[src/hdl/itpa_pkg.sv]
// Shared types, constants and helpers of the padded ASCII integer formatter.
`timescale 1ns / 1ps
`default_nettype none
package itpa_pkg;

  localparam int VALUE_BITS_DEF = 32;
  localparam int MAX_OUT        = 64;

  localparam int FLAG_ZEROPAD = 0;
  localparam int FLAG_SIGNED  = 1;
  localparam int FLAG_PLUS    = 2;
  localparam int FLAG_SPACE   = 3;
  localparam int FLAG_LEFT    = 4;
  localparam int FLAG_PREFIX  = 5;
  localparam int FLAG_LOWER   = 6;

  localparam logic [5:0] BASE_MIN = 6'd2;
  localparam logic [5:0] BASE_MAX = 6'd36;
  localparam logic [5:0] BASE_OCT = 6'd8;
  localparam logic [5:0] BASE_HEX = 6'd16;

  localparam logic [7:0] CH_ZERO  = 8'h30;
  localparam logic [7:0] CH_SPACE = 8'h20;
  localparam logic [7:0] CH_MINUS = 8'h2D;
  localparam logic [7:0] CH_PLUS  = 8'h2B;
  localparam logic [7:0] CH_UP_A  = 8'h41;
  localparam logic [7:0] CH_LO_A  = 8'h61;
  localparam logic [7:0] CH_NONE  = 8'h00;

  typedef struct packed {
    logic [31:0] value;
    logic [5:0]  base;
    logic [5:0]  width;
    logic [5:0]  precision;
    logic [6:0]  flags;
  } in_word_t;

  typedef struct packed {
    logic [7:0] out_char;
    logic       last;
    logic       bad_base;
  } out_word_t;

  typedef struct packed {
    logic        bad;
    logic [7:0]  sign_char;
    logic [31:0] mag;
    logic [5:0]  base;
    logic [5:0]  width;
    logic [5:0]  prec;
    logic        zeropad;
    logic        left;
    logic [1:0]  pfx_len;
    logic        lower;
  } job_t;

  typedef enum logic [1:0] {
    ST_IDLE,
    ST_DIV,
    ST_PLAN,
    ST_EMIT
  } back_state_t;

  function automatic logic [7:0] digit_char(input logic [5:0] d, input logic lower);
    logic [7:0] d8;
    d8 = {2'b00, d};
    if (d < 6'd10) begin
      return CH_ZERO + d8;
    end
    return (lower ? CH_LO_A : CH_UP_A) + d8 - 8'd10;
  endfunction

endpackage
`default_nettype wire

[src/hdl/itpa_front.sv]
// Front end: classifies an incoming word into a formatting job.
`timescale 1ns / 1ps
`default_nettype none
module itpa_front
  import itpa_pkg::*;
#(
  parameter int VALUE_BITS = VALUE_BITS_DEF
) (
  input  in_word_t in_word,
  output job_t     job
);

  logic [VALUE_BITS-1:0] v;
  logic                  neg;
  logic [VALUE_BITS-1:0] m;
  logic                  left;

  always_comb begin
    v    = in_word.value[VALUE_BITS-1:0];
    neg  = in_word.flags[FLAG_SIGNED] && v[VALUE_BITS-1];
    m    = neg ? (~v + 1'b1) : v;
    left = in_word.flags[FLAG_LEFT];

    job.bad       = (in_word.base < BASE_MIN) || (in_word.base > BASE_MAX);
    job.mag       = 32'(m);
    job.base      = in_word.base;
    job.width     = in_word.width;
    job.prec      = in_word.precision;
    job.zeropad   = in_word.flags[FLAG_ZEROPAD] && !left;
    job.left      = left;
    job.lower     = in_word.flags[FLAG_LOWER];

    if (neg) begin
      job.sign_char = CH_MINUS;
    end else if (in_word.flags[FLAG_PLUS]) begin
      job.sign_char = CH_PLUS;
    end else if (in_word.flags[FLAG_SPACE]) begin
      job.sign_char = CH_SPACE;
    end else begin
      job.sign_char = CH_NONE;
    end

    if (!in_word.flags[FLAG_PREFIX]) begin
      job.pfx_len = 2'd0;
    end else if (in_word.base == BASE_OCT) begin
      job.pfx_len = 2'd1;
    end else if (in_word.base == BASE_HEX) begin
      job.pfx_len = 2'd2;
    end else begin
      job.pfx_len = 2'd0;
    end
  end

endmodule
`default_nettype wire

[src/hdl/itpa_queue.sv]
// Two-entry job queue between the front and back ends.
`timescale 1ns / 1ps
`default_nettype none
module itpa_queue
  import itpa_pkg::*;
(
  input  logic clk,
  input  logic rst_n,
  input  logic q_push,
  input  job_t q_din,
  output logic q_full,
  input  logic q_pop,
  output job_t q_dout,
  output logic q_empty
);

  job_t       mem_r [2];
  logic       wr_ptr_r, wr_ptr_nxt;
  logic       rd_ptr_r, rd_ptr_nxt;
  logic [1:0] count_r, count_nxt;
  logic       do_push, do_pop;

  always_comb begin
    q_full     = (count_r == 2'd2);
    q_empty    = (count_r == 2'd0);
    q_dout     = mem_r[rd_ptr_r];
    do_push    = q_push && !q_full;
    do_pop     = q_pop && !q_empty;
    wr_ptr_nxt = wr_ptr_r ^ do_push;
    rd_ptr_nxt = rd_ptr_r ^ do_pop;
    count_nxt  = count_r + {1'b0, do_push} - {1'b0, do_pop};
  end

  always_ff @(posedge clk) begin
    if (!rst_n) begin
      wr_ptr_r <= 1'b0;
      rd_ptr_r <= 1'b0;
      count_r  <= 2'd0;
    end else begin
      wr_ptr_r <= wr_ptr_nxt;
      rd_ptr_r <= rd_ptr_nxt;
      count_r  <= count_nxt;
    end
  end

  always_ff @(posedge clk) begin
    if (do_push) begin
      mem_r[wr_ptr_r] <= q_din;
    end
  end

endmodule
`default_nettype wire

[src/hdl/itpa_back.sv]
// Back end: radix conversion by iterative division, layout and character output.
`timescale 1ns / 1ps
`default_nettype none
module itpa_back
  import itpa_pkg::*;
#(
  parameter int VALUE_BITS = VALUE_BITS_DEF
) (
  input  logic      clk,
  input  logic      rst_n,
  input  job_t      q_job,
  input  logic      q_empty,
  output logic      q_pop,
  output out_word_t out_word,
  output logic      empty,
  input  logic      pop
);

  localparam int DIV_W   = ((VALUE_BITS + 7) / 8) * 8;
  localparam int CHUNKS  = DIV_W / 8;
  localparam int CHUNK_W = (CHUNKS > 1) ? $clog2(CHUNKS) : 1;
  localparam int IDX_W   = $clog2(VALUE_BITS);
  localparam int ND_W    = $clog2(VALUE_BITS + 1);

  back_state_t        state_r, state_nxt;
  job_t               job_r, job_nxt;
  logic [DIV_W-1:0]   work_r, work_nxt;
  logic [5:0]         rem_r, rem_nxt;
  logic [CHUNK_W-1:0] chunk_r, chunk_nxt;
  logic [ND_W-1:0]    nd_r, nd_nxt;
  logic [5:0]         digs_r [VALUE_BITS];
  logic               dig_we;
  logic [7:0]         b1_r, b2_r, b3_r, b5_r, b6_r, n_r;
  logic [7:0]         b1_nxt, b2_nxt, b3_nxt, b4_nxt, b5_nxt, b6_nxt, n_nxt;
  logic [5:0]         pos_r, pos_nxt;
  out_word_t          out_r, out_nxt;
  logic               out_valid_r, out_valid_nxt;

  logic [DIV_W-1:0]   div_work;
  logic [5:0]         div_rem;
  logic [7:0]         div_top;
  logic [7:0]         div_q;
  logic [6:0]         div_t;

  logic [5:0]         nd6, prec_e;
  logic               has_sign;
  logic [8:0]         pad9;
  logic [7:0]         padp, lead, zfill, trail, len;

  logic               ready;
  logic [7:0]         pos8;
  logic [IDX_W-1:0]   dig_idx;
  out_word_t          word;

  always_comb begin
    div_top = work_r[DIV_W-1 -: 8];
    div_rem = rem_r;
    div_q   = 8'd0;
    div_t   = 7'd0;
    for (int i = 7; i >= 0; i--) begin
      div_t = {div_rem, div_top[i]};
      if (div_t >= {1'b0, job_r.base}) begin
        div_q[i] = 1'b1;
        div_rem  = 6'(div_t - {1'b0, job_r.base});
      end else begin
        div_rem  = div_t[5:0];
      end
    end
    div_work = (work_r << 8) | DIV_W'(div_q);
  end

  always_comb begin
    nd6      = 6'(nd_r);
    prec_e   = (nd6 > job_r.prec) ? nd6 : job_r.prec;
    has_sign = (job_r.sign_char != CH_NONE);
    pad9     = 9'(job_r.width) - 9'(has_sign) - 9'(prec_e);
    padp     = pad9[8] ? 8'd0 : pad9[7:0];
    lead     = (!job_r.zeropad && !job_r.left) ? padp : 8'd0;
    zfill    = job_r.zeropad ? padp : 8'd0;
    trail    = job_r.left ? padp : 8'd0;
    b1_nxt   = lead;
    b2_nxt   = b1_nxt + 8'(has_sign);
    b3_nxt   = b2_nxt + 8'(job_r.pfx_len);
    b4_nxt   = b3_nxt + zfill;
    b5_nxt   = b4_nxt + 8'(prec_e - nd6);
    b6_nxt   = b5_nxt + 8'(nd6);
    len      = b6_nxt + trail;
    n_nxt    = (len > 8'(MAX_OUT)) ? 8'(MAX_OUT) : len;
  end

  always_comb begin
    pos8          = 8'(pos_r);
    dig_idx       = IDX_W'(b6_r - 8'd1 - pos8);
    word.bad_base = 1'b0;
    word.last     = (pos8 == n_r - 8'd1);
    if (pos8 < b1_r) begin
      word.out_char = CH_SPACE;
    end else if (pos8 < b2_r) begin
      word.out_char = job_r.sign_char;
    end else if (pos8 < b3_r) begin
      word.out_char = (pos8 == b2_r) ? CH_ZERO : digit_char(6'd33, job_r.lower);
    end else if (pos8 < b5_r) begin
      word.out_char = CH_ZERO;
    end else if (pos8 < b6_r) begin
      word.out_char = digit_char(digs_r[dig_idx], job_r.lower);
    end else begin
      word.out_char = CH_SPACE;
    end
    if (job_r.bad) begin
      word.out_char = CH_NONE;
      word.last     = 1'b1;
      word.bad_base = 1'b1;
    end
  end

  always_comb begin
    state_nxt     = state_r;
    job_nxt       = job_r;
    work_nxt      = work_r;
    rem_nxt       = rem_r;
    chunk_nxt     = chunk_r;
    nd_nxt        = nd_r;
    pos_nxt       = pos_r;
    out_nxt       = out_r;
    out_valid_nxt = out_valid_r;
    q_pop         = 1'b0;
    dig_we        = 1'b0;
    ready         = !out_valid_r || pop;

    if (pop && out_valid_r) begin
      out_valid_nxt = 1'b0;
    end

    case (state_r)
      ST_IDLE: begin
        if (!q_empty) begin
          q_pop     = 1'b1;
          job_nxt   = q_job;
          work_nxt  = DIV_W'(q_job.mag);
          rem_nxt   = 6'd0;
          chunk_nxt = '0;
          nd_nxt    = '0;
          pos_nxt   = 6'd0;
          state_nxt = q_job.bad ? ST_EMIT : ST_DIV;
        end
      end
      ST_DIV: begin
        work_nxt  = div_work;
        rem_nxt   = div_rem;
        chunk_nxt = chunk_r + 1'b1;
        if (chunk_r == CHUNK_W'(CHUNKS - 1)) begin
          dig_we    = 1'b1;
          nd_nxt    = nd_r + 1'b1;
          chunk_nxt = '0;
          rem_nxt   = 6'd0;
          if (div_work == '0) begin
            state_nxt = ST_PLAN;
          end
        end
      end
      ST_PLAN: begin
        state_nxt = ST_EMIT;
      end
      ST_EMIT: begin
        if (ready) begin
          out_nxt       = word;
          out_valid_nxt = 1'b1;
          pos_nxt       = pos_r + 1'b1;
          if (word.last) begin
            state_nxt = ST_IDLE;
          end
        end
      end
      default: begin
        state_nxt = ST_IDLE;
      end
    endcase
  end

  always_ff @(posedge clk) begin
    if (!rst_n) begin
      state_r     <= ST_IDLE;
      out_valid_r <= 1'b0;
    end else begin
      state_r     <= state_nxt;
      out_valid_r <= out_valid_nxt;
    end
  end

  always_ff @(posedge clk) begin
    job_r   <= job_nxt;
    work_r  <= work_nxt;
    rem_r   <= rem_nxt;
    chunk_r <= chunk_nxt;
    nd_r    <= nd_nxt;
    pos_r   <= pos_nxt;
    out_r   <= out_nxt;
    if (state_r == ST_PLAN) begin
      b1_r <= b1_nxt;
      b2_r <= b2_nxt;
      b3_r <= b3_nxt;
      b5_r <= b5_nxt;
      b6_r <= b6_nxt;
      n_r  <= n_nxt;
    end
    if (dig_we) begin
      digs_r[nd_r[IDX_W-1:0]] <= div_rem;
    end
  end

  assign out_word = out_r;
  assign empty    = !out_valid_r;

  a_digit_room: assert property (@(posedge clk) disable iff (!rst_n)
    state_r == ST_DIV |-> nd_r < ND_W'(VALUE_BITS))
    else $error("digit count overran the digit store");

  a_bad_word: assert property (@(posedge clk) disable iff (!rst_n)
    (out_valid_r && out_r.bad_base) |-> (out_r.last && out_r.out_char == CH_NONE))
    else $error("bad-base word not a lone terminating word");

  a_last_ends: assert property (@(posedge clk) disable iff (!rst_n)
    (state_r == ST_EMIT && ready && word.last) |=> state_r == ST_IDLE)
    else $error("sequencer did not return to idle after the final word");

  a_no_pop_busy: assert property (@(posedge clk) disable iff (!rst_n)
    q_pop |-> state_r == ST_IDLE)
    else $error("job taken while a job is in progress");

endmodule
`default_nettype wire

[src/hdl/integer_to_padded_ascii.sv]
// Top level of the printf-style padded ASCII integer formatter.
//
// Usage:
//   Input side is a queue: present in_word and raise push; a word is taken
//   at a clock edge with push high and full low. Each word carries a value,
//   radix, field width, minimum digit count and flag bits.
//   Result side is a queue: while empty is low, out_word holds the oldest
//   character; raise pop to take it. The final character of a number has
//   last set. An invalid radix yields one word with bad_base and last set.
//   Up to two classified jobs wait between the front and back ends, so new
//   words are taken while earlier text is still going out.
//   A number yields at most 64 characters. The back-end divider retires
//   eight quotient bits per cycle, and the output register delivers one
//   character per cycle while the receiver keeps popping. An invalid radix
//   skips the division and layout steps and goes straight to output.
//   When the receiver stalls, the output register holds and the back end
//   waits; the queue then fills and full rises.
//   Reset (rst_n low, synchronous) empties the queue and the output register.
`timescale 1ns / 1ps
`default_nettype none
module integer_to_padded_ascii
  import itpa_pkg::*;
#(
  parameter int VALUE_BITS = VALUE_BITS_DEF
) (
  input  logic      clk,
  input  logic      rst_n,
  input  logic      push,
  input  in_word_t  in_word,
  output logic      full,
  output logic      empty,
  input  logic      pop,
  output out_word_t out_word
);

  job_t front_job;
  job_t q_job;
  logic q_pop;
  logic q_empty;

  itpa_front #(
    .VALUE_BITS(VALUE_BITS)
  ) u_front (
    .in_word(in_word),
    .job    (front_job)
  );

  itpa_queue u_queue (
    .clk    (clk),
    .rst_n  (rst_n),
    .q_push (push),
    .q_din  (front_job),
    .q_full (full),
    .q_pop  (q_pop),
    .q_dout (q_job),
    .q_empty(q_empty)
  );

  itpa_back #(
    .VALUE_BITS(VALUE_BITS)
  ) u_back (
    .clk     (clk),
    .rst_n   (rst_n),
    .q_job   (q_job),
    .q_empty (q_empty),
    .q_pop   (q_pop),
    .out_word(out_word),
    .empty   (empty),
    .pop     (pop)
  );

endmodule
`default_nettype wire
[config.mk]
export PLATFORM = sky130hd
export DESIGN_NAME = integer_to_padded_ascii
export DESIGN_NICKNAME = d
export VERILOG_FILES = /design/src/hdl/itpa_pkg.sv /design/src/hdl/itpa_front.sv /design/src/hdl/itpa_queue.sv /design/src/hdl/itpa_back.sv /design/src/hdl/integer_to_padded_ascii.sv
export SDC_FILE = /design/constraint.sdc
export NUM_CORES = 1
export LEC_CHECK = 0
export BUFFER_PORTS_ARGS = -buffer_cell sky130_fd_sc_hd__buf_2
export CORE_MARGIN = 3
export CORE_UTILIZATION = 55
export DETAILED_ROUTE_END_ITERATION = 8
export PLACE_DENSITY = 0.83
export SETUP_SLACK_MARGIN = 0.02
export SLEW_MARGIN = 20
export SYNTH_ARGS = -nofsm -noshare
export SYNTH_HDL_FRONTEND = slang
export SYNTH_HIERARCHICAL = 1
export SYNTH_SLANG_ARGS = --single-unit
[constraint.sdc]
create_clock -name clk -period 40.8 [get_ports clk]
set_input_delay 6.12 -clock clk [delete_from_list [all_inputs] [get_ports clk]]
set_output_delay 6.12 -clock clk [all_outputs]
set_load 0.01 [all_outputs]
==> flow_summary.toml <==
[global_routing]
grt_pass1_vias = 15178
grt-ovfl-total = 0
grt_start_max_net_pins = 65
grt_pass1_wl_um = 82900
antenna_found_initial = 1
grt_use_total_pct = 22.4

[die]
fp.dieArea_mm2 = 0.0483
floorplan.initialDensity_pct = 56.3
boundaryPins = 73
die_w_um = 220
rows = 77
dieHeight_um = 220
core_area_mm2 = 0.0447

[route]
drc = 0
drt-pass1-iter-count = 6
drt_iter0_drc = 1422
finalWirelength_um = 53200
vias_per_cell = 5.94
wl_per_cell_um = 21.3
dr_total_vias = 14851
ant_nets = 0

[placed_design]
post_dp_cell_area_mm2 = 0.0259
portBuffers = 72
gp_congestion = 0.896
hpwl_um = 37600

[critical_path]
path_class = "register to register"
crit_slowest_cell = "edfxtp_1"
worst_setup_path_end_kind = "register"
cp.arrival_ns = 19.51
cp.required_ns = 41.12
slowest_delay_ns = 0.71
cp-start-kind = "register"
crit_top_cell = "a21o_1"
crit_fanout = 33

[synth]
synth_seq_cells = 469
async_flop_share_pct = 0
ys_types = 84
synth_mux_area_share_pct = 12.4
synthAdderAreaFrac_pct = 9.14
synth_xor_area_share_pct = 3.92
synthSimpleGateAreaFrac_pct = 7.76
syn_inst = 1807
synth-main-ff-cell = "edfxtp_1"
synth_compound_area_share_pct = 6.91
synthesis.area_mm2 = 0.0251
synth_seq_area_share_pct = 55.7
synth_top_family_by_area = "multiplexers"
synth.avg_cell_area_um2 = 13.9
synth_edf_count = 461
yosysWarnings = 6

[clocking]
clk_latency_ns = 0.57
cts_setup_buffers = 0
cts_tree = "yes"
ctsHoldBuffers = 0
clock-sinks = 469
clk_pin_slew_ns = 0.07
cts_buffers = 47
clockBufferDepth = 3
cts-root-buf = "clkbuf_16"
cts_resized = 0
cts-htree-levels = 2

[sta]
drv_slew = 0
period_share_pct = 47.0
fin_skew_ns = 0.0193
fmax_ghz = 0.0521
timing.slew.headroom_pct = 24.0
fin_crit_ns = 19.19
worstMarginPinSlew_ns = 1.14
rsz0062_at_grt = "false"
setup_viol = 0
setup_tns_ns = 0
finalHoldViolCount = 0

[min_path]
hold_path_class = "register to register"

[layout]
nNetsFinal = 2105
antenna_cells = 0
final_cell_mix = "edfxtp_1 (461), inv_1 (153), ha_1 (142), nor2_1 (102), a21oi_1 (81)"
drive_gt1_share_pct = 18.9
syn_to_final_growth_pct = 8.68
design_area_mm2 = 0.0273
layout_commonest_cell = "edfxtp_1"

[job]
drv_cap = 0

[status]
outcome = "complete, no violations"
==> cells in the mapped netlist (4+ instances only) <==
cell type    n  area (um^2)
o21ai_0     40          200
buf_2        4         20.0
o21ai_1      7         35.0
and2_1      24          150
dfxtp_1      8          160
nor3_1      25          125
a21o_1      35          263
a31oi_1     13         81.3
mux2_4      62          931
a21oi_1     81          405
or3_1        8         50.1
xnor2_1     61          534
mux4_2      60         1350
ha_1       147         1840
edfxtp_1   461        13800
nand3_1     34          170
inv_1      153          574
mux2i_1     23          230
nor3b_1      6         45.0
o31a_1       4         35.0
buf_1        5         18.8
or2_2        7         43.8
buf_4       26          195
nand2_1     60          225
mux2_2      54          608
or4_1        6         45.0
nand2b_1    20          125
o21bai_1     9         67.6
o21a_1      17          128
fa_1        23          460
o41ai_1      4         35.0
a21boi_0     6         45.0
nor2b_1     34          213
clkbuf_1    25         93.8
and3_1       9         56.3
nand4_1     10         62.6
nor2_1     102          383
xor2_1      49          429
buf_12       6          120
nor4_1      15         93.8
==> final timing paths <==
| kind | from | endpoint | slack (ns) | cells past startpoint |
|---|---|---|---|---|
| max | u_back/job_r[18]$_DFFE_PP_ | u_back/rem_r[5]$_SDFFCE_PP0P_ | 21.61 | 73 |
| min | u_queue/rd_ptr_r$_SDFF_PN0_ | register | 0.52 | 2 |
| max reg2reg | u_back/job_r[18]$_DFFE_PP_ | u_back/rem_r[5]$_SDFFCE_PP0P_ | 21.61 | 73 |
| min reg2reg | u_queue/rd_ptr_r$_SDFF_PN0_ | register | 0.52 | 2 |
==> state kept, by name (all words and copies together), names as in the netlist, 8 cells and up, named ones only <==
register,cells
u_back/b6_r,8
u_back/digs_r,192
u_back/out_word,10
u_queue/mem_r,128
u_back/b3_r,8
u_back/n_r,8
u_back/job_r,32
u_back/work_r,32
u_back/b5_r,8
u_back/b2_r,8
==> metrics by stage <==
step	worst slack, ns	utilization (%)	hold WS, ns	instances
floorplan	24.12	-	0.452	1811
global placement	22.36	58.0	0.450	2417
detailed placement	21.70	58.0	0.485	2417
CTS	21.65	61.1	0.512	2500
global route	20.07	61.1	0.559	2500
finish	21.61	61.1	0.522	2500
==> worst max-delay path, delay by kind of cell (launching register included) <==
kind                     cells  cell delay, ns
AO/OA/AOI/OAI               38            9.50
adder cells (fa/ha/maj)      8            2.47
buffers and inverters        6            0.88
flip-flops                   1            0.71
multiplexers                 5            2.11
AND/OR/NAND/NOR             16            3.20
==> metal layers <==
layer	GRT usage [%]	vias to the layer above	part of all wire (%)
li1	-	6839	-
met1	29.6	7290	41
met2	37.0	601	48
met3	4.45	119	7.3
met4	8.16	2	3.4
met5	0	-	0.024
==> kinds of logic (layout without fill, tap and decap cells) <==
group,Yosys count,count (layout)
XOR/XNOR,111,111
buffers and inverters,221,318
AO/OA/AOI/OAI,258,258
multiplexers,199,199
AND/OR/NAND/NOR,377,377
other,2,6
adder cells (fa/ha/maj),170,170
flip-flops,469,469
==> final cells by class <==
type                    count  area [um^2]
fillers                  3251        17400
flip-flops and latches    469        14000
multi-input cells        1121        10200
clock buffers              59         1220
well taps                 592          741
inverters                 153          574
repair buffers             82          435
clock inverters            24          180
Power is not shown: default switching activity piles up to over one toggle a cycle in this logic, so the estimate is an artifact.
